### config.mk
export PLATFORM = sky130hd
export DESIGN_NAME = circle_outline_generator_unit
export DESIGN_NICKNAME = d
export VERILOG_FILES = /design/src/rtl/core/cog_pkg.sv /design/src/rtl/core/cog_stepper.sv /design/src/rtl/core/cog_emitter.sv /design/src/rtl/core/circle_outline_generator_unit.sv
export VERILOG_INCLUDE_DIRS = /design/src /design/src/rtl/core
export SDC_FILE = /design/constraint.sdc
export NUM_CORES = 1
export LEC_CHECK = 0
export ABC_CLOCK_PERIOD_IN_PS = 5000
export BUFFER_PORTS_ARGS = -buffer_cell sky130_fd_sc_hd__buf_4
export CAP_MARGIN = 10
export CORE_MARGIN = 4
export CORE_UTILIZATION = 54
export DETAILED_ROUTE_END_ITERATION = 8
export HOLD_SLACK_MARGIN = 0.1
export PLACE_DENSITY = 0.76
export SYNTH_ARGS = -nofsm -noshare
export SYNTH_HDL_FRONTEND = slang
export SYNTH_SLANG_ARGS = --single-unit
### constraint.sdc
create_clock -name clk_i -period 5 [get_ports clk_i]
set_input_delay 1 -clock clk_i [delete_from_list [all_inputs] [get_ports clk_i]]
set_output_delay 1 -clock clk_i [all_outputs]
set_load 0.02 [all_outputs]
### src/rtl/core/assert_macros.svh
// ----------------------------------------------------------------------------
// Assertion macros
// Shared concurrent assertion wrappers for the circle outline generator.
// ----------------------------------------------------------------------------
`ifndef ASSERT_MACROS_SVH
`define ASSERT_MACROS_SVH

// The property must hold at every clock edge outside reset.
`define COG_ASSERT(lbl, clk, rst_n, prop) \
  lbl: assert property (@(posedge clk) disable iff (!rst_n) (prop)) \
    else $error("circle outline generator: assertion failed");

// The antecedent implies the consequent in the following cycle.
`define COG_ASSERT_NEXT(lbl, clk, rst_n, ante, cons) \
  lbl: assert property (@(posedge clk) disable iff (!rst_n) (ante) |=> (cons)) \
    else $error("circle outline generator: sequencing assertion failed");

`endif

### src/rtl/core/cog_pkg.sv
// ----------------------------------------------------------------------------
// Circle outline generator package
// Shared types and constants of the circle outline generator.
// ----------------------------------------------------------------------------
package cog_pkg;

  localparam int unsigned RadiusBitsDef = 12;
  localparam int unsigned CoordW        = 16;
  localparam int unsigned RadiusInW     = 12;
  localparam int unsigned ErrW          = 16;
  localparam int unsigned PointCnt      = 8;
  localparam int unsigned PointIdxW     = $clog2(PointCnt);

  typedef enum logic {
    MODE_START = 1'b0,
    MODE_NEXT  = 1'b1
  } mode_e;

  typedef struct packed {
    mode_e                mode;
    logic [CoordW-1:0]    center_x;
    logic [CoordW-1:0]    center_y;
    logic [RadiusInW-1:0] radius;
  } in_item_t;

  typedef struct packed {
    logic [CoordW-1:0] point_x;
    logic [CoordW-1:0] point_y;
    logic              last;
  } out_item_t;

endpackage

### src/rtl/core/cog_stepper.sv
// ----------------------------------------------------------------------------
// Circle outline stepper
// Takes input beats, advances the midpoint error stepper and registers one
// set of offsets per step for the point emitter.
// ----------------------------------------------------------------------------
module cog_stepper #(
  parameter int unsigned RADIUS_BITS = cog_pkg::RadiusBitsDef
) (
  input  logic                         clk_i,
  input  logic                         rst_ni,
  input  logic                         in_valid_i,
  output logic                         in_stall_o,
  input  cog_pkg::in_item_t            in_item_i,
  output logic                         set_valid_o,
  input  logic                         set_take_i,
  output logic [cog_pkg::CoordW-1:0]   set_cx_o,
  output logic [cog_pkg::CoordW-1:0]   set_cy_o,
  output logic [RADIUS_BITS-1:0]       set_minor_o,
  output logic [RADIUS_BITS-1:0]       set_major_o,
  output logic                         set_last_o
);
  import cog_pkg::*;

  logic                   active_q, active_d;
  logic [CoordW-1:0]      cx_q, cy_q;
  logic [RADIUS_BITS-1:0] minor_q, major_q;
  logic [ErrW-1:0]        err_q;

  logic                   set_valid_q, set_valid_d;
  logic [CoordW-1:0]      set_cx_q, set_cy_q;
  logic [RADIUS_BITS-1:0] set_minor_q, set_major_q;
  logic                   set_last_q;

  logic                        accept, is_start, produce;
  logic [RADIUS_BITS+RadiusInW-1:0] rad_wide;
  logic [RADIUS_BITS-1:0]      rad;
  logic [CoordW-1:0]           cur_cx, cur_cy;
  logic [RADIUS_BITS-1:0]      cur_minor, cur_major, major_n;
  logic [ErrW-1:0]             cur_err, err_n, inc;
  logic [RADIUS_BITS:0]        minor_n;
  logic                        done;

  assign in_stall_o = set_valid_q && !set_take_i;
  assign accept     = in_valid_i && !in_stall_o;
  assign is_start   = (in_item_i.mode == MODE_START);
  assign produce    = accept && (is_start || active_q);

  assign rad_wide = {{RADIUS_BITS{1'b0}}, in_item_i.radius};
  assign rad      = rad_wide[RADIUS_BITS-1:0];

  always_comb begin
    cur_cx    = is_start ? in_item_i.center_x : cx_q;
    cur_cy    = is_start ? in_item_i.center_y : cy_q;
    cur_minor = is_start ? '0 : minor_q;
    cur_major = is_start ? rad : major_q;
    cur_err   = is_start ? '0 : err_q;

    minor_n = {1'b0, cur_minor} + (RADIUS_BITS+1)'(1);
    inc     = (ErrW'(minor_n) << 1) | ErrW'(1);
    major_n = cur_major;
    err_n   = cur_err;
    done    = 1'b0;
    if (cur_err[ErrW-1]) begin
      err_n = cur_err + inc;
    end else if (cur_major == '0) begin
      // Major offset zero: never step it below zero.
      done = 1'b1;
    end else begin
      major_n = cur_major - RADIUS_BITS'(1);
      err_n   = cur_err + inc - (ErrW'(major_n) << 1);
    end
    if (minor_n > {1'b0, major_n}) begin
      done = 1'b1;
    end
  end

  always_comb begin
    active_d    = active_q;
    set_valid_d = set_valid_q;
    if (set_take_i) begin
      set_valid_d = 1'b0;
    end
    if (produce) begin
      active_d    = !done;
      set_valid_d = 1'b1;
    end
  end

  always_ff @(posedge clk_i or negedge rst_ni) begin
    if (!rst_ni) begin
      active_q    <= 1'b0;
      set_valid_q <= 1'b0;
    end else begin
      active_q    <= active_d;
      set_valid_q <= set_valid_d;
    end
  end

  always_ff @(posedge clk_i) begin
    if (produce) begin
      cx_q        <= cur_cx;
      cy_q        <= cur_cy;
      minor_q     <= minor_n[RADIUS_BITS-1:0];
      major_q     <= major_n;
      err_q       <= err_n;
      set_cx_q    <= cur_cx;
      set_cy_q    <= cur_cy;
      set_minor_q <= cur_minor;
      set_major_q <= cur_major;
      set_last_q  <= done;
    end
  end

  assign set_valid_o = set_valid_q;
  assign set_cx_o    = set_cx_q;
  assign set_cy_o    = set_cy_q;
  assign set_minor_o = set_minor_q;
  assign set_major_o = set_major_q;
  assign set_last_o  = set_last_q;

endmodule

### src/rtl/core/cog_emitter.sv
// ----------------------------------------------------------------------------
// Circle outline point emitter
// Walks the eight mirrored points of one offset set into the output register.
// ----------------------------------------------------------------------------
module cog_emitter #(
  parameter int unsigned RADIUS_BITS = cog_pkg::RadiusBitsDef
) (
  input  logic                         clk_i,
  input  logic                         rst_ni,
  input  logic                         set_valid_i,
  output logic                         set_take_o,
  input  logic [cog_pkg::CoordW-1:0]   set_cx_i,
  input  logic [cog_pkg::CoordW-1:0]   set_cy_i,
  input  logic [RADIUS_BITS-1:0]       set_minor_i,
  input  logic [RADIUS_BITS-1:0]       set_major_i,
  input  logic                         set_last_i,
  output logic                         busy_o,
  output logic                         out_valid_o,
  input  logic                         out_stall_i,
  output cog_pkg::out_item_t           out_item_o
);
  import cog_pkg::*;

  localparam logic [PointIdxW-1:0] LastIdx = PointIdxW'(PointCnt - 1);

  logic                 busy_q, busy_d;
  logic [PointIdxW-1:0] idx_q;
  logic [CoordW-1:0]    cx_q, cy_q;
  logic [CoordW-1:0]    minor_q, major_q;
  logic                 last_q;
  logic                 out_valid_q, out_valid_d;
  out_item_t            out_q, out_d;

  logic              advance, final_pt;
  logic [CoordW-1:0] dx, dy;

  assign advance    = busy_q && (!out_valid_q || !out_stall_i);
  assign final_pt   = (idx_q == LastIdx);
  assign set_take_o = set_valid_i && (!busy_q || (advance && final_pt));

  // Index bit 2 swaps the offsets, bit 1 negates y, bit 0 negates x.
  always_comb begin
    dx = idx_q[2] ? major_q : minor_q;
    dy = idx_q[2] ? minor_q : major_q;
    out_d.point_x = idx_q[0] ? (cx_q - dx) : (cx_q + dx);
    out_d.point_y = idx_q[1] ? (cy_q - dy) : (cy_q + dy);
    out_d.last    = last_q && final_pt;
  end

  always_comb begin
    busy_d      = busy_q;
    out_valid_d = out_valid_q;
    if (out_valid_q && !out_stall_i) begin
      out_valid_d = 1'b0;
    end
    if (advance) begin
      out_valid_d = 1'b1;
      if (final_pt) begin
        busy_d = 1'b0;
      end
    end
    if (set_take_o) begin
      busy_d = 1'b1;
    end
  end

  always_ff @(posedge clk_i or negedge rst_ni) begin
    if (!rst_ni) begin
      busy_q      <= 1'b0;
      out_valid_q <= 1'b0;
      idx_q       <= '0;
    end else begin
      busy_q      <= busy_d;
      out_valid_q <= out_valid_d;
      if (set_take_o) begin
        idx_q <= '0;
      end else if (advance) begin
        idx_q <= idx_q + PointIdxW'(1);
      end
    end
  end

  always_ff @(posedge clk_i) begin
    if (set_take_o) begin
      cx_q    <= set_cx_i;
      cy_q    <= set_cy_i;
      minor_q <= CoordW'(set_minor_i);
      major_q <= CoordW'(set_major_i);
      last_q  <= set_last_i;
    end
    if (advance) begin
      out_q <= out_d;
    end
  end

  assign busy_o      = busy_q;
  assign out_valid_o = out_valid_q;
  assign out_item_o  = out_q;

endmodule

### src/rtl/core/circle_outline_generator_unit.sv
// ----------------------------------------------------------------------------
// Circle outline generator unit
// Midpoint circle rasterizer with eight-way octant symmetry.
// ----------------------------------------------------------------------------
// A start beat (mode 0) loads the center and radius and yields the eight
// mirrored points of the first step; each continue beat (mode 1) yields the
// next eight. The last flag is set on the eighth point of the final step,
// after which continue beats are taken and yield nothing until the next
// start. A start while a circle is in progress abandons it. Coordinates wrap
// modulo 65536. Every beat that yields points is walked out one point per
// cycle through the output register while the output is not stalled; a
// continue beat while idle is taken and yields no points. The stepper
// advances when the beat is taken and parks the offsets in a set register,
// so one step waits while the emitter walks the previous one; the first
// point of a beat passes from the set register through the emitter's
// offset registers into the output register.
`include "assert_macros.svh"

module circle_outline_generator_unit #(
  parameter int unsigned RADIUS_BITS = cog_pkg::RadiusBitsDef
) (
  input  logic               clk_i,
  input  logic               rst_ni,
  input  logic               in_valid_i,
  output logic               in_stall_o,
  input  cog_pkg::in_item_t  in_item_i,
  output logic               out_valid_o,
  input  logic               out_stall_i,
  output cog_pkg::out_item_t out_item_o
);
  import cog_pkg::*;

  // Offset set handed from the stepper to the emitter.
  logic                   set_valid, set_take, set_last, emit_busy;
  logic [CoordW-1:0]      set_cx, set_cy;
  logic [RADIUS_BITS-1:0] set_minor, set_major;

  // High when a start beat is taken at this edge.
  logic                   in_start_take;

  assign in_start_take = in_valid_i && !in_stall_o && (in_item_i.mode == MODE_START);

  // The stepper owns the error term and the circle state.
  cog_stepper #(
    .RADIUS_BITS(RADIUS_BITS)
  ) u_stepper (
    .clk_i       (clk_i),
    .rst_ni      (rst_ni),
    .in_valid_i  (in_valid_i),
    .in_stall_o  (in_stall_o),
    .in_item_i   (in_item_i),
    .set_valid_o (set_valid),
    .set_take_i  (set_take),
    .set_cx_o    (set_cx),
    .set_cy_o    (set_cy),
    .set_minor_o (set_minor),
    .set_major_o (set_major),
    .set_last_o  (set_last)
  );

  // The emitter mirrors one set into eight output beats.
  cog_emitter #(
    .RADIUS_BITS(RADIUS_BITS)
  ) u_emitter (
    .clk_i       (clk_i),
    .rst_ni      (rst_ni),
    .set_valid_i (set_valid),
    .set_take_o  (set_take),
    .set_cx_i    (set_cx),
    .set_cy_i    (set_cy),
    .set_minor_i (set_minor),
    .set_major_i (set_major),
    .set_last_i  (set_last),
    .busy_o      (emit_busy),
    .out_valid_o (out_valid_o),
    .out_stall_i (out_stall_i),
    .out_item_o  (out_item_o)
  );

  // A start beat always produces a pending offset set.
  `COG_ASSERT_NEXT(a_start_makes_set, clk_i, rst_ni, in_start_take, set_valid)
  // A pending set is held until the emitter takes it.
  `COG_ASSERT_NEXT(a_set_held, clk_i, rst_ni, set_valid && !set_take, set_valid)
  // Taking a set always leaves the emitter busy.
  `COG_ASSERT_NEXT(a_take_busy, clk_i, rst_ni, set_take, emit_busy)
  // The emitter only takes a set that is pending.
  `COG_ASSERT(a_take_valid, clk_i, rst_ni, !set_take || set_valid)

endmodule
## Yosys cells after proc, flatten, opt, wreduce, memory -nomap -nowiden

Cells that the tools add are included.

| cells by class | value |
|---|---|
| muxes and demuxes | 23 |
| bitwise gates (word level) | 1 |
| add/subtract/negate cells | 9 |
| equality and inequality tests | 1 |
| $lt $le $gt $ge | 1 |
| reductions and logical operators | 24 |

Operators with widths:

| kind | number |
|---|---|
| 2-to-1 mux 16 bit | 5 |
| 2-to-1 mux 12 bit | 6 |
| adder 16 bit | 2 |
| subtractor 16 bit | 2 |
| adder 16 x 14 -> 16 bit | 1 |
| subtractor 16 x 13 -> 16 bit | 1 |
| adder 12 x 1 -> 13 bit (second input constant) | 1 |
| > comparator 13 x 12 -> 1 bit | 1 |
| zero test 12 bit | 1 |
| subtractor 12 x 1 -> 12 bit (second input constant) | 1 |
| 2-to-1 mux 1 bit | 10 |
| logical AND 1 bit | 8 |
| nonzero test 2 bit | 4 |
| zero test 1 bit | 6 |
| 2-to-1 mux 3 bit | 2 |
| AND reduction 2 bit | 2 |
| adder 3 x 1 -> 3 bit (second input constant) | 1 |
| equality test 3 bit (second input constant) | 1 |
| logical OR 1 bit | 3 |
| NOT 1 bit | 1 |

| storage, ports and cells | value |
|---|---|
| bits of input ports | 49 |
| logic and storage cells | 80 |
| flip-flop bits (word level) | 194 |

## Longest topological paths before layout

Gate-level depths: netlist (run 1).

| depth | value |
|---|---|
| depth in word-level cells | 12 |
| mapped depth | 24 |
| mapped depth without buffers | 19 |

## Cells and area by module

From an unflattened synthesis (run 1), not the netlist that was laid out.

| second synthesis, totals | value |
|---|---|
| cell total of the unflattened synthesis | 1046 |
| area total of the unflattened synthesis | 11676.2 µm² |

By module, submodules not included:

| module | area each (µm²) | times used | cells each |
|---|---|---|---|
| cog_stepper | 6413.7 | 1 | 609 |
| cog_emitter | 5262.5 | 1 | 437 |

## Worst setup path before layout (run 1)

OpenSTA, ideal clock, no wires.

| path | value |
|---|---|
| kind | in2reg |
| start point | in in_item_i[44] in the netlist's numbering |
| end point | reg u_stepper.err_q[0], enable pin |
| stages | 7 |
| slack | -606 ps |
| arrival | 5095 ps |
| library setup time | 511 ps |
| cells stage by stage | buf_6 -> buf_12 -> buf_6 -> buf_2 -> buf_1 -> clkbuf_1 -> a21oi_1 |

| between the ends | value |
|---|---|
| longest elaborated chain between the ends | 3 |

RTL lines:

| what | RTL line | RTL |
|---|---|---|
| from (decl) | circle_outline_generator_unit.sv:26 | `input cog_pkg::in_item_t in_item_i,` |
| NOT 1 bit (no line) | n/a |  |
| logical OR 1 bit | cog_stepper.sv:46 | `assign produce = accept && (is_start \|\| active_q);` |
| logical AND 1 bit | cog_stepper.sv:46 |  |
| via u_stepper.produce | cog_stepper.sv:34 | `logic accept, is_start, produce;` |
| to (signal assigned) | cog_stepper.sv:105 | `err_q <= err_n;` |
| to (decl) | cog_stepper.sv:27 | `logic [ErrW-1:0] err_q;` |

The timed path passes the listed nets, and every way through them passes these cells.
A chain may end at the register's enable or synchronous reset.

## Worst setup path in the final report (run 1)

| path | value |
|---|---|
| start point | in in_item_i[44] in the netlist's numbering |
| end point | reg u_stepper.err_q[14] (data pin) |

| between the ends | value |
|---|---|
| longest elaborated chain between the ends | 6 |

RTL lines:

| what | RTL line | RTL |
|---|---|---|
| 2-to-1 mux 12 bit | cog_stepper.sv:54 | `cur_minor = is_start ? '0 : minor_q;` |
| adder 12 x 1 -> 13 bit | cog_stepper.sv:58 | `minor_n = {1'b0, cur_minor} + (RADIUS_BITS+1)'(1);` |
| adder 16 x 14 -> 16 bit | cog_stepper.sv:64, cog_stepper.sv:70 |  |
| subtractor 16 x 13 -> 16 bit | cog_stepper.sv:70 | `err_n = cur_err + inc - (ErrW'(major_n) << 1);` |
| 2-to-1 mux 16 bit | cog_stepper.sv:65 | `end else if (cur_major == '0) begin` |
| 2-to-1 mux 16 bit (*) | cog_stepper.sv:63 | `if (cur_err[ErrW-1]) begin` |
| via u_stepper.err_n[14] | cog_stepper.sv:39 | `logic [ErrW-1:0] cur_err, err_n, inc;` |

The timed path passes the listed nets; every way through them passes the cells marked *.

==> impl_table.tex, run 1 <==
\begin{tabular}{lr}
\hline
Metric & Value \\
\hline
\multicolumn{2}{l}{\textbf{Power and ir drop}} \\
\quad Cell-internal power & between 4 and 5 mW \\
\quad Net switching power figure & between 2 and 3 mW \\
\quad Total leakage power & 5.14 nW \\
\quad Comb power frac & 0.470 \\
\quad PD cells & 573 nW/um2 \\
\quad Switching Fraction & 0.380 \\
\quad Power Total & 7.46 mW \\
\quad Portion of total power attributed to sequential cells & 0.343 \\
\quad Clock Power Share & 0.188 \\
\quad Worst supply voltage drop on vdd & roughly 250 uV \\
\multicolumn{2}{l}{\textbf{STA}} \\
\quad Post-route setup slack & 388 ps \\
\quad Total count of max-transition violations in the final report & 0 \\
\quad Tightest slew margin relative to the limit & 0.295 \\
\quad Final hold violation count & 0 \\
\quad Crit share post-route & 0.922 \\
\quad Final number of setup-violating endpoints & 0 \\
\quad Fmax & roughly 220 MHz \\
\quad Setup repair after global routing missed its margin & false \\
\quad Min Clock Period, post-route & 4610 ps \\
\quad Worst hold slack across all endpoints & 366 ps \\
\quad Worst Tran Pin Value & 1060 ps \\
\quad Worst Clk Skew & between 10 and 15 ps \\
\multicolumn{2}{l}{\textbf{Floorplan}} \\
\quad Die Area & 23400 um2 \\
\quad Die H & $\sim$150 um \\
\quad Initial cell density of the core & 0.556 \\
\quad DIE WIDTH & between 150 and 200 um \\
\quad Core Area & 20400 um2 \\
\quad Row Count & 52 \\
\quad Number of top-level pins & 84 \\
\multicolumn{2}{l}{\textbf{Outcome}} \\
\quad Outcome & completed \\
\multicolumn{2}{l}{\textbf{Detailed routing}} \\
\quad Total via count after detailed routing & 7804 \\
\quad Remaining antenna violation count after routing & 0 \\
\quad Initial drt markers & a little under 500 \\
\quad Vias per Instance & $\sim$5.7 \\
\quad Average wire per standard cell & 17.7 um \\
\quad Detailed-router iteration count before antenna repair & 5 \\
\quad Detailed-route DRC error count & 0 \\
\quad Total wire length & 24.2 mm \\
\multicolumn{2}{l}{\textbf{Logic synthesis}} \\
\quad Primary FF master, synth & sky130\_fd\_sc\_hd\_\_edfxtp\_1 \\
\quad Largest family of logic cells by synthesized area & simple AND/OR/NAND/NOR gates \\
\quad Area share of fa/ha/maj cells after synthesis & 0.0813 \\
\quad Most area-hungry cell type in the Yosys netlist & sky130\_fd\_sc\_hd\_\_edfxtp\_1 \\
\quad Simple-gate share of the synthesized area & 0.131 \\
\quad XOR/XNOR Fraction of Synth Area & 0.0885 \\
\quad Mux cell area share after synthesis & 0.0410 \\
\quad Seq/Total Area, Yosys & 0.510 \\
\quad Synthesized cell area & 11400 um2 \\
\quad Compound-gate portion of the synthesized area & 0.118 \\
\quad Leading post-synthesis cells by cell area & sky130\_fd\_sc\_hd\_\_edfxtp\_1 49\%, sky130\_fd\_sc\_hd\_\_ha\_1 7.6\%, sky130\_fd\_sc\_hd\_\_xnor2\_1 4.9\% \\
\quad Synthesized instance count & $\sim$990 \\
\quad Fraction of post-synthesis cell area in the top cell type by area & 0.495 \\
\quad Post-synthesis area per instance & 11.5 um2 \\
\quad Flip-flop and latch count after synthesis & 194 \\
\quad Post-synth EDFFs & 187 \\
\quad Share of flip-flops with an asynchronous set or reset & 0.0361 \\
\quad Synthesis Warnings & 0 \\
\quad Net Count, Synth & 1112 \\
\quad Unique masters post-synth & 89 \\
\multicolumn{2}{l}{\textbf{Global route}} \\
\quad GRT overflow & 0 \\
\quad Tot GR Track Use & 0.208 \\
\quad Vias in the first global route & 7607 \\
\quad Global-route wire length before repair & 38.9 mm \\
\quad Pin count of the biggest net entering global routing & 40 \\
\quad Initial antenna violation count & 0 \\
\multicolumn{2}{l}{\textbf{Critical path}} \\
\quad CP Buf/Inv Count & 2 \\
\quad Worst reg-to-reg path cell count & 18 \\
\quad CP max FO & 14 \\
\quad Slowest stage delay, CP & 440 ps \\
\quad Endpoint of the worst-slack reg-to-reg timing path & u\_stepper.err\_q[14]\$\_DFFE\_PP\_ \\
\quad Critical path data arrival time & roughly 4900 ps \\
\quad Nature of the critical path endpoint & register \\
\quad Worst path required time & 5290 ps \\
\quad Crit Path Category & in -> reg \\
\quad Sort of element at the start of the critical path & input port \\
\quad Critical register-to-register path startpoint & u\_stepper.minor\_q[2]\$\_DFFE\_PP\_ \\
\quad Slowest stage cell, crit path & sky130\_fd\_sc\_hd\_\_or3\_4 \\
\quad CP top delay family & compound AO/OA/AOI/OAI gates \\
\quad Minimum setup slack among reg-to-reg paths & 490 ps \\
\quad CP Cell Sequence & buf\_4 > buf\_4 > mux2i\_1 > ha\_1 > o21ai\_1 > or3\_4 > xor2\_1 > ha\_1 > a21oi\_1 > nand2\_1 > o21ai\_1 > o21ai\_0 > nor2\_1 > a31oi\_1 > o311a\_1 > o2bb2ai\_1 \\
\multicolumn{2}{l}{\textbf{CTS}} \\
\quad Number of clock sinks & 194 \\
\quad Buffer depth of the longest clock path & 2 \\
\quad Clock-pin slew on the worst setup and hold paths & 70 ps \\
\quad Htree depth & 4 \\
\quad Number of buffers added to fix hold violations after cts & 0 \\
\quad Clock root buffer & sky130\_fd\_sc\_hd\_\_clkbuf\_16 \\
\quad Clk Latency, worst-skew pair & 440 ps \\
\quad Clock tree from TritonCTS & built \\
\quad Post-CTS setup buffers & 0 \\
\quad Number of instances resized during post-cts repair & 0 \\
\quad Num CTS Buffers & 17 \\
\multicolumn{2}{l}{\textbf{Worst hold path}} \\
\quad Min-delay worst type & in -> async \\
\multicolumn{2}{l}{\textbf{Place}} \\
\quad Post-Place Setup Slack & 1.49 ps \\
\quad Quantity of I/O buffers inserted on ports & 83 \\
\quad Half-perimeter wire length of the detailed placement result & 17.8 mm \\
\quad Placer's final routability congestion estimate & around 0.9 \\
\multicolumn{2}{l}{\textbf{Finish}} \\
\quad \# diodes & 0 \\
\quad Synth-to-Final Area Change & 14.7\% \\
\quad Layout cell share with drive strength beyond 1 & 0.171 \\
\quad Net total in the final layout & between 1000 and 1500 \\
\quad Final core utilization & 0.637 \\
\quad Most common library cell in the layout ignoring fill and taps & sky130\_fd\_sc\_hd\_\_edfxtp\_1 \\
\quad Most frequent cells in the layout & 187 x sky130\_fd\_sc\_hd\_\_edfxtp\_1, 101 x sky130\_fd\_sc\_hd\_\_buf\_4, 89 x sky130\_fd\_sc\_hd\_\_nor2\_1 \\
\multicolumn{2}{l}{\textbf{Flow run}} \\
\quad Maximum Capacitance Violations & 0 \\
\hline
\end{tabular}
[area by class of cell]
class,count,area [um2]
fillers,1582,7410
flip-flops and latches,194,5790
multi-input cells,716,5280
repair buffers,102,778
clock buffers,20,489
well taps,270,338
inverters,57,214
clock inverters,12,129
[cells in the mapped netlist (all sizes together) (8+ instances only)]
| cell type | n |
|---|---|
| edfxtp | 187 |
| nor2 | 92 |
| ha | 69 |
| a21oi | 68 |
| nand2 | 63 |
| xnor2 | 63 |
| inv | 57 |
| xor2 | 43 |
| mux2i | 38 |
| o21ai | 35 |
| and2 | 34 |
| nor3 | 32 |
| nand3 | 18 |
| clkbuf | 14 |
| a211oi | 11 |
| nand2b | 11 |
| buf | 10 |
| o21bai | 8 |
| or3 | 8 |
[cells by family after synthesis]
| logic type | after synthesis |
|---|---|
| buffers and inverters | 81 |
| XOR/XNOR | 108 |
| AND/OR/NAND/NOR | 298 |
| adder cells (fa/ha/maj) | 72 |
| multiplexers | 43 |
| flip-flops | 194 |
| AO/OA/AOI/OAI | 195 |
[through the flow]
step	instance area (um2)	std cells	setup TNS, ps
after floorplan	11400	991	-18.2
after global placement	12400	1339	0
after detailed placement	12400	1339	0
after CTS	13000	1371	0
after global routing	13000	1371	0
final	13000	1371	0
[worst max-delay path by stage]
stage,from,end,slack (ps),depth (start not counted)
floorplan,in_item_i[44],u_stepper.err_q[13]$_DFFE_PP_,-20,23
global placement,in_item_i[44],u_stepper.err_q[13]$_DFFE_PP_,180,19
detailed placement,in_item_i[44],u_stepper.err_q[14]$_DFFE_PP_,1,20
CTS,in_item_i[44],u_stepper.err_q[14]$_DFFE_PP_,450,20
global route,u_stepper.minor_q[0]$_DFFE_PP_,u_stepper.err_q[14]$_DFFE_PP_,120,18
finish,in_item_i[44],u_stepper.err_q[14]$_DFFE_PP_,390,16
[power groups by stage]
stage                     logic, mW  registers, mW  clock network (mW)
after floorplan                2.51           2.70                   0
after global placement         3.38           2.58                   0
after detailed placement       3.49           2.59                   0
after CTS                      3.51           2.56                1.43
after global routing           3.91           2.60                1.50
final                          3.50           2.56                1.40
[layer usage]
| layer | wire (um) | up-vias | global-route usage |
|---|---|---|---|
| met3 | 1210 | 31 | 0.0362 |
| met2 | 12200 | 217 | 0.364 |
| met4 | 502 | 0 | 0.0675 |
| met1 | 10300 | 3740 | 0.263 |
| li1 | - | 3816 | - |
| met5 | 0 | - | 0 |
[state kept, by name, summed over array words and instances (netlist names), 16 cells and up]
register / flops
u_emitter.cx_q: 16
u_stepper.err_q: 16
u_stepper.cy_q: 16
u_emitter.out_item_o: 33
u_emitter.cy_q: 16
u_stepper.cx_q: 16
Note: power is estimated with default switching activity, not from simulation.
==> inputs of run 2 (changes only) <==
- ABC_CLOCK_PERIOD_IN_PS: 5000 -> 5200
- PLACE_DENSITY: 0.76 -> 0.73
- clock period: 5 -> 5.2 ns (I/O delays scaled with it)
==> run 2 against run 1 <==
  * Worst setup slack better by 140 ps
  * Clock power is 11% lower
  * First-iteration DRC count is 11% lower
  * Sequential cell count stayed put
  * Sequential share of layout area is 0.20 points higher
  * Critical path type unchanged
  * Largest cell class unchanged
==> impl_table.tex, run 2 (synthesis gave the netlist of run 1 again) <==
\begin{tabular}{lr}
\hline
Metric & Value \\
\hline
\multicolumn{2}{l}{\textbf{Critical path}} \\
\quad Worst reg-to-reg path cell count & 18 (unchanged) \\
\quad Critical path depth & 19 (+3) \\
\quad Minimum setup slack among reg-to-reg paths & 660 ps (+170 ps) \\
\quad Endpoint of the worst setup timing path & u\_stepper.err\_q[14]\$\_DFFE\_PP\_ \\
\quad CP max FO & 25 (+11) \\
\quad CP top delay family & compound AO/OA/AOI/OAI gates \\
\quad Slowest stage cell, crit path & sky130\_fd\_sc\_hd\_\_o21ai\_0 \\
\quad Worst setup startpoint & in\_item\_i[44] \\
\quad Endpoint of the worst-slack reg-to-reg timing path & u\_stepper.err\_q[13]\$\_DFFE\_PP\_ \\
\quad Slowest stage delay, CP & 340 ps (-100 ps) \\
\quad Nature of the critical path endpoint & register \\
\quad Sort of element at the start of the critical path & input port \\
\quad Critical register-to-register path startpoint & u\_stepper.minor\_q[0]\$\_DFFE\_PP\_ \\
\quad CP Cell Sequence & buf\_4 > buf\_4 > and2\_0 > xor2\_1 > ha\_1 > nor2\_1 > o31ai\_2 > nand2\_1 > nand2\_1 > xor2\_1 > ha\_1 > a21oi\_1 > nand2\_1 > o21ai\_0 > o21ai\_0 > nor2\_1 > a31oi\_1 > o311a\_1 > o2bb2ai\_1 \\
\quad Most common cell on crit path & sky130\_fd\_sc\_hd\_\_nand2\_1 \\
\quad Worst path required time & 5490 ps (+200 ps) \\
\quad Crit Path Category & in -> reg \\
\quad CP Buf/Inv Count & 2 (unchanged) \\
\quad Critical path data arrival time & 4970 ps (+70 ps) \\
\multicolumn{2}{l}{\textbf{Worst hold path}} \\
\quad Min-delay worst type & in -> async \\
\multicolumn{2}{l}{\textbf{Global route}} \\
\quad Global-route wire length before repair & 37.7 mm (-3.2\%) \\
\quad Vias in the first global route & 7403 (-2.7\%) \\
\quad Layer with the highest usage & met2 \\
\quad GRT overflow & 0 (unchanged) \\
\quad Pin count of the biggest net entering global routing & 44 (+10\%) \\
\quad GR met1 Demand/Resource & 0.255 (-0.00769) \\
\quad GRT met2 Usage & 0.349 (-0.0145) \\
\quad Global-route track usage on met3 & 0.0382 (+0.00198) \\
\quad Initial antenna violation count & 0 (unchanged) \\
\quad Tot GR Track Use & 0.203 (-0.00474) \\
\multicolumn{2}{l}{\textbf{Finish}} \\
\quad Most frequent cells in the layout & 187 x sky130\_fd\_sc\_hd\_\_edfxtp\_1, 102 x sky130\_fd\_sc\_hd\_\_buf\_4, 89 x sky130\_fd\_sc\_hd\_\_nor2\_1 \\
\quad Final core utilization & 0.634 (-0.00288) \\
\quad Layout cell share with drive strength beyond 1 & 0.170 (-0.00106) \\
\quad Synth-to-Final Area Change & 14.1\% \\
\quad Most common library cell in the layout ignoring fill and taps & sky130\_fd\_sc\_hd\_\_edfxtp\_1 \\
\quad Max reg flops & 33 (unchanged) \\
\quad \# diodes & 0 (unchanged) \\
\quad Net total in the final layout & 1210 (+0.083\%) \\
\multicolumn{2}{l}{\textbf{Power and ir drop}} \\
\quad Worst supply voltage drop on vdd & 219 uV (-12\%) \\
\quad Switching Fraction & 0.382 (+0.00217) \\
\quad Portion of total power attributed to sequential cells & 0.347 (+0.004) \\
\quad Comb power frac & 0.478 (+0.008) \\
\quad Cell-internal power & 4.37 mW (-5.6\%) \\
\quad PD cells & 545 nW/um2 (-4.9\%) \\
\quad Total leakage power & 5.09 nW (-0.95\%) \\
\quad Clock Power Share & 0.175 (-0.013) \\
\quad Power Total & 7.07 mW (-5.3\%) \\
\quad Net switching power figure & 2.70 mW (-4.8\%) \\
\multicolumn{2}{l}{\textbf{STA}} \\
\quad Crit share post-route & 0.899 \\
\quad Worst Clk Skew & 10.1 ps (-0.0725 ps) \\
\quad Min Clock Period, post-route & 4670 ps \\
\quad Tightest slew margin relative to the limit & 0.256 (-0.0386) \\
\quad Setup repair after global routing missed its margin & false \\
\quad Worst Tran Pin Value & 1110 ps (+57.6 ps) \\
\quad Final total negative setup slack & 0 ps (unchanged) \\
\quad Total count of max-transition violations in the final report & 0 (unchanged) \\
\quad Final hold violation count & 0 (unchanged) \\
\quad Fmax & $\sim$210 MHz \\
\quad Final number of setup-violating endpoints & 0 (unchanged) \\
\multicolumn{2}{l}{\textbf{CTS}} \\
\quad Clock tree from TritonCTS & built \\
\quad Buffer depth of the longest clock path & 2 (unchanged) \\
\quad Clock root buffer & sky130\_fd\_sc\_hd\_\_clkbuf\_16 \\
\quad Number of instances resized during post-cts repair & 0 (unchanged) \\
\quad Post-CTS setup buffers & 0 (unchanged) \\
\quad Clk Latency, worst-skew pair & 430 ps (about the same) \\
\quad Number of clock sinks & 194 (unchanged) \\
\quad Htree depth & 4 (unchanged) \\
\quad Clock-pin slew on the worst setup and hold paths & 70 ps (about the same) \\
\quad Num CTS Buffers & 17 (unchanged) \\
\quad Number of buffers added to fix hold violations after cts & 0 (unchanged) \\
\multicolumn{2}{l}{\textbf{Floorplan}} \\
\quad Row Count & 52 (unchanged) \\
\quad DIE WIDTH & 153 um (unchanged) \\
\quad Die H & 153 um (unchanged) \\
\quad Initial cell density of the core & 0.556 (unchanged) \\
\quad Die Area & 23400 um2 (unchanged) \\
\quad Core Area & 20400 um2 (unchanged) \\
\quad Number of top-level pins & 84 (unchanged) \\
\multicolumn{2}{l}{\textbf{Detailed routing}} \\
\quad Remaining antenna violation count after routing & 0 (unchanged) \\
\quad Vias per Instance & 5.60 (-1.5\%) \\
\quad Total via count after detailed routing & 7689 (-1.5\%) \\
\quad Total wire length & 23.7 mm (-2.3\%) \\
\quad Average wire per standard cell & 17.2 um (-2.4\%) \\
\quad Detailed-route DRC error count & 0 (unchanged) \\
\quad Detailed-router iteration count before antenna repair & 5 (unchanged) \\
\quad Initial drt markers & 431 (-11\%) \\
\multicolumn{2}{l}{\textbf{Outcome}} \\
\quad Outcome & completed \\
\multicolumn{2}{l}{\textbf{Place}} \\
\quad Half-perimeter wire length of the detailed placement result & 17.4 mm (-1.8\%) \\
\quad Quantity of I/O buffers inserted on ports & 83 (unchanged) \\
\quad Placer's final routability congestion estimate & 0.891 (-0.46\%) \\
\multicolumn{2}{l}{\textbf{Flow run}} \\
\quad Maximum Capacitance Violations & 0 (unchanged) \\
\hline
\end{tabular}
[run 2: layout make-up]
type	instances	area, um2
Sequential cell	194	5790
Inverter	57	214
Clock inverter	14	123
Tap cell	270	338
Timing Repair Buffer	103	786
Multi-Input combinational cell	716	5280
Clock buffer	18	429
Fill cell	1627	7470
[run 2: power by group through the flow]
| stage | sequential [mW] | combinational [mW] | clock [mW] |
|---|---|---|---|
| floorplan | 2.60 | 2.42 | 0 |
| global placement | 2.47 | 3.27 | 0 |
| detailed placement | 2.48 | 3.36 | 0 |
| CTS | 2.46 | 3.39 | 1.26 |
| global route | 2.49 | 3.77 | 1.33 |
| finish | 2.45 | 3.38 | 1.24 |
[run 2: per-layer routing]
| layer | vias to the layer above | wire length (um) |
|---|---|---|
| li1 | 3815 | - |
| met1 | 3657 | 9990 |
| met2 | 182 | 11800 |
| met3 | 35 | 1200 |
| met4 | 0 | 680 |
| met5 | - | 0 |
[run 2: how the worst min path moves through the flow]
stage,startpoint,endpoint,slack (ps),cells after the start
after floorplan,u_stepper.cx_q[0]$_DFFE_PP_,u_emitter.cx_q[0]$_DFFE_PP_,400,0
after global placement,u_stepper.set_minor_o[4]$_DFFE_PP_,u_emitter.minor_q[4]$_DFFE_PP_,400,0
after CTS,rst_ni,u_emitter.out_valid_o$_DFFE_PN0P_,390,1
final,rst_ni,u_emitter.out_valid_o$_DFFE_PN0P_,400,1
after detailed placement,u_stepper.cx_q[9]$_DFFE_PP_,u_emitter.cx_q[9]$_DFFE_PP_,400,0
after global routing,rst_ni,u_emitter.out_valid_o$_DFFE_PN0P_,390,1
[run 2: per-stage QoR]
stage	cells	instance area [um2]	hold slack (ps)	setup WS (ps)
final	1372	13000	404	526
after floorplan	991	11400	400	15.4
after global placement	1340	12400	401	243
after detailed placement	1340	12400	405	84.6
after global routing	1372	13000	392	198
after CTS	1372	13000	389	534
==> inputs of run 3 (changes only) <==
- CORE_ASPECT_RATIO: not set -> 1.4
- CTS_BUF_LIST: not set -> sky130_fd_sc_hd__clkbuf_16
==> run 3 against run 2 <==
  * Largest power group unchanged
  * Cell area is 0.50% lower
  * Die area is 0.14% higher
  * Sequential power hardly changed
  * Global-route usage is 0.40 points higher
  * First-iteration DRC count is 14% lower
  * Power is 0.50% lower
  * Largest cell class unchanged
  * Non-clock buffer count is 4 lower
  * Wire length is 0.21% higher
  * Core utilization is 0.95 points lower
  * Sequential share of layout area is 0.23 points higher
  * Critical path depth is 1 lower
  * Clock skew is 1.0 ps higher
==> impl_table.tex, run 3 (synthesis gave the netlist of run 1 again) <==
\begin{tabular}{lr}
\hline
Metric & Value \\
\hline
\multicolumn{2}{l}{\textbf{Finish}} \\
\quad Max reg flops & 33 (unchanged) \\
\quad Net total in the final layout & 1206 (-0.33\%) \\
\quad Synth-to-Final Area Change & 13.6\% \\
\quad Final core utilization & 0.625 (-0.00946) \\
\quad Layout cell share with drive strength beyond 1 & 0.166 (-0.00394) \\
\quad \# diodes & 0 (unchanged) \\
\quad Final std cell area, no fill & 12900 um2 (-0.50\%) \\
\quad Most common library cell in the layout ignoring fill and taps & sky130\_fd\_sc\_hd\_\_edfxtp\_1 \\
\quad Most frequent cells in the layout & 187 x sky130\_fd\_sc\_hd\_\_edfxtp\_1, 99 x sky130\_fd\_sc\_hd\_\_buf\_4, 89 x sky130\_fd\_sc\_hd\_\_nor2\_1 \\
\quad Layout fillers & 1701 (+4.5\%) \\
\quad Number of standard cells in the final layout excluding fillers & 1354 (-1.3\%) \\
\multicolumn{2}{l}{\textbf{STA}} \\
\quad Final number of setup-violating endpoints & 0 (unchanged) \\
\quad Total count of max-transition violations in the final report & 0 (unchanged) \\
\quad Final total negative setup slack & 0 ps (unchanged) \\
\quad Final hold violation count & 0 (unchanged) \\
\quad Min Clock Period, post-route & 4610 ps (-66.4 ps) \\
\quad Tightest slew margin relative to the limit & 0.320 (+0.0641) \\
\quad Worst Tran Pin Value & 1020 ps (-95.9 ps) \\
\quad Post-route setup slack & 592 ps (+66.4 ps) \\
\quad Setup repair after global routing missed its margin & false \\
\quad Fmax & 217 MHz (+1.4\%) \\
\quad Worst hold slack across all endpoints & 411 ps (+7.85 ps) \\
\quad Worst Clk Skew & 11.1 ps (+1.00 ps) \\
\quad Crit share post-route & 0.886 (-0.0128) \\
\multicolumn{2}{l}{\textbf{Global route}} \\
\quad Pin count of the biggest net entering global routing & 58 (+32\%) \\
\quad Global-route wire length before repair & 37.8 mm (+0.15\%) \\
\quad Initial antenna violation count & 0 (unchanged) \\
\quad Vias in the first global route & 7753 (+4.7\%) \\
\quad GRT overflow & 0 (unchanged) \\
\quad Tot GR Track Use & 0.207 (+0.00401) \\
\multicolumn{2}{l}{\textbf{Critical path}} \\
\quad Slowest stage delay, CP & 440 ps (+100 ps) \\
\quad Worst path required time & 5500 ps (about the same) \\
\quad Nature of the critical path endpoint & register \\
\quad Critical path data arrival time & 4900 ps (-70 ps) \\
\quad Endpoint of the worst-slack reg-to-reg timing path & u\_stepper.err\_q[13]\$\_DFFE\_PP\_ \\
\quad CP top delay family & compound AO/OA/AOI/OAI gates \\
\quad CP Buf/Inv Count & 1 (-1) \\
\quad Slowest stage cell, crit path & sky130\_fd\_sc\_hd\_\_a311oi\_1 \\
\quad Minimum setup slack among reg-to-reg paths & 710 ps (+50 ps) \\
\quad Crit Path Category & in -> reg \\
\quad Sort of element at the start of the critical path & input port \\
\quad CP Cell Sequence & buf\_4 > nand4\_1 > or3\_1 > xnor2\_1 > and2\_1 > ha\_1 > a21oi\_1 > nand2\_1 > a311oi\_1 > xnor2\_1 > ha\_1 > and2\_1 > o21ai\_0 > o21ai\_0 > nor2\_1 > a31oi\_1 > o311a\_1 > o2bb2ai\_1 \\
\quad Worst reg-to-reg path cell count & 18 (unchanged) \\
\quad Critical register-to-register path startpoint & u\_stepper.minor\_q[0]\$\_DFFE\_PP\_ \\
\quad CP max FO & 16 (-36\%) \\
\multicolumn{2}{l}{\textbf{Power and ir drop}} \\
\quad Portion of total power attributed to sequential cells & 0.349 (+0.002) \\
\quad Comb power frac & 0.476 (-0.002) \\
\quad Power Total & 7.03 mW (-0.50\%) \\
\quad PD cells & 545 nW/um2 (about the same) \\
\quad Net switching power figure & 2.64 mW (-2.1\%) \\
\quad Clock Power Share & 0.175 (about the same) \\
\quad Switching Fraction & 0.376 (-0.00634) \\
\quad Cell-internal power & 4.39 mW (+0.52\%) \\
\quad Total leakage power & 5.08 nW (-0.10\%) \\
\quad Worst supply voltage drop on vdd & 282 uV (+29\%) \\
\multicolumn{2}{l}{\textbf{CTS}} \\
\quad Clk Latency, worst-skew pair & 440 ps (about the same) \\
\quad Htree depth & 4 (unchanged) \\
\quad Post-CTS setup buffers & 0 (unchanged) \\
\quad Number of clock sinks & 194 (unchanged) \\
\quad Clock tree from TritonCTS & built \\
\quad Clock-pin slew on the worst setup and hold paths & 70 ps (about the same) \\
\quad Num CTS Buffers & 17 (unchanged) \\
\quad Number of instances resized during post-cts repair & 0 (unchanged) \\
\quad Buffer depth of the longest clock path & 2 (unchanged) \\
\quad Number of buffers added to fix hold violations after cts & 0 (unchanged) \\
\quad Clock root buffer & sky130\_fd\_sc\_hd\_\_clkbuf\_16 \\
\multicolumn{2}{l}{\textbf{Detailed routing}} \\
\quad Initial drt markers & 370 (-14\%) \\
\quad Detailed-router iteration count before antenna repair & 5 (unchanged) \\
\quad Uppermost metal layer occupied by signal nets & met4 \\
\quad Met3 layer wire length in the routed design & 818 um (-32\%) \\
\quad Met2 routed WL & 12.7 mm (+7.3\%) \\
\quad Total wire length & 23.7 mm (+0.21\%) \\
\quad Total via count after detailed routing & 7587 (-1.3\%) \\
\quad Remaining antenna violation count after routing & 0 (unchanged) \\
\quad Detailed-route DRC error count & 0 (unchanged) \\
\quad Average wire per standard cell & 17.5 um (+1.5\%) \\
\quad Vias per Instance & 5.60 (about the same) \\
\quad Met1 Routed Length & 9.17 mm (-8.2\%) \\
\multicolumn{2}{l}{\textbf{Place}} \\
\quad Half-perimeter wire length of the detailed placement result & 18.0 mm (+3.4\%) \\
\quad Quantity of I/O buffers inserted on ports & 83 (unchanged) \\
\quad Post-Place Setup Slack & 193 ps (+108 ps) \\
\quad \# placed instances & 1322 (-1.3\%) \\
\quad Placer's final routability congestion estimate & 0.891 (about the same) \\
\quad Placed instance area & 12300 um2 (-0.48\%) \\
\multicolumn{2}{l}{\textbf{Floorplan}} \\
\quad Core Area & 20600 um2 (+1.0\%) \\
\quad Initial cell density of the core & 0.550 (-0.00553) \\
\quad DIE WIDTH & 131 um (-15\%) \\
\quad Die H & 180 um (+17\%) \\
\quad Die Area & 23400 um2 (+0.14\%) \\
\quad Row Count & 62 (+19\%) \\
\quad Number of top-level pins & 84 (unchanged) \\
\multicolumn{2}{l}{\textbf{Worst hold path}} \\
\quad Min-delay worst type & in -> async \\
\multicolumn{2}{l}{\textbf{Outcome}} \\
\quad Outcome & completed \\
\multicolumn{2}{l}{\textbf{Flow run}} \\
\quad Maximum Capacitance Violations & 0 (unchanged) \\
\hline
\end{tabular}
run 3: worst max-delay path by stage:
stage                                              start  cells after the start                            endpoint  slack, ps
after CTS                                  in_item_i[44]                     18       u_stepper.err_q[14]$_DFFE_PP_        650
after floorplan                            in_item_i[44]                     23       u_stepper.err_q[13]$_DFFE_PP_         20
after detailed placement                   in_item_i[44]                     18       u_stepper.err_q[14]$_DFFE_PP_        190
after global placement                     in_item_i[44]                     18       u_stepper.err_q[13]$_DFFE_PP_        300
after global routing      u_emitter.idx_q[2]$_DFFE_PN0P_                     14  u_emitter.out_item_o[32]$_DFFE_PP_        340
final                                      in_item_i[44]                     18       u_stepper.err_q[14]$_DFFE_PP_        590
run 3: layout make-up:
cell class                 count  area, um2  area share
tap                          256        320      0.0248
multi-input combinational    716       5280       0.409
inverter                      57        214      0.0166
clock inverter                15        121     0.00941
clock buffer                  17        425      0.0330
sequential                   194       5790       0.449
timing repair buffer          99        743      0.0576
run 3: metal layers:
metal / vias to the layer above / GRT usage
met5: - / 0
met4: 0 / 0.103
met3: 55 / 0.0362
met2: 153 / 0.376
met1: 3569 / 0.226
li1: 3810 / -
run 3: worst register-to-register path, stage by stage (launching register included):
cell	delay [ps]
sky130_fd_sc_hd__edfxtp_1	560
sky130_fd_sc_hd__nand2_1	260
sky130_fd_sc_hd__xor2_1	170
sky130_fd_sc_hd__nor2_1	90
sky130_fd_sc_hd__ha_1	340
sky130_fd_sc_hd__o21a_1	130
sky130_fd_sc_hd__o22ai_1	130
sky130_fd_sc_hd__o31ai_2	410
sky130_fd_sc_hd__nand4_1	210
sky130_fd_sc_hd__nand2_1	140
sky130_fd_sc_hd__xor2_1	210
sky130_fd_sc_hd__ha_1	280
sky130_fd_sc_hd__and3_1	170
sky130_fd_sc_hd__a211o_1	320
sky130_fd_sc_hd__a21o_1	180
sky130_fd_sc_hd__a21o_1	200
sky130_fd_sc_hd__or3_1	310
sky130_fd_sc_hd__a21oi_1	130
sky130_fd_sc_hd__a221o_1	120
run 3: power by group through the flow:
| stage | clock network [mW] | registers, mW | logic, mW |
|---|---|---|---|
| global placement | 0 | 2.48 | 3.28 |
| finish | 1.23 | 2.46 | 3.35 |
| global route | 1.32 | 2.49 | 3.74 |
| detailed placement | 0 | 2.49 | 3.35 |
| CTS | 1.26 | 2.46 | 3.37 |
| floorplan | 0 | 2.60 | 2.42 |
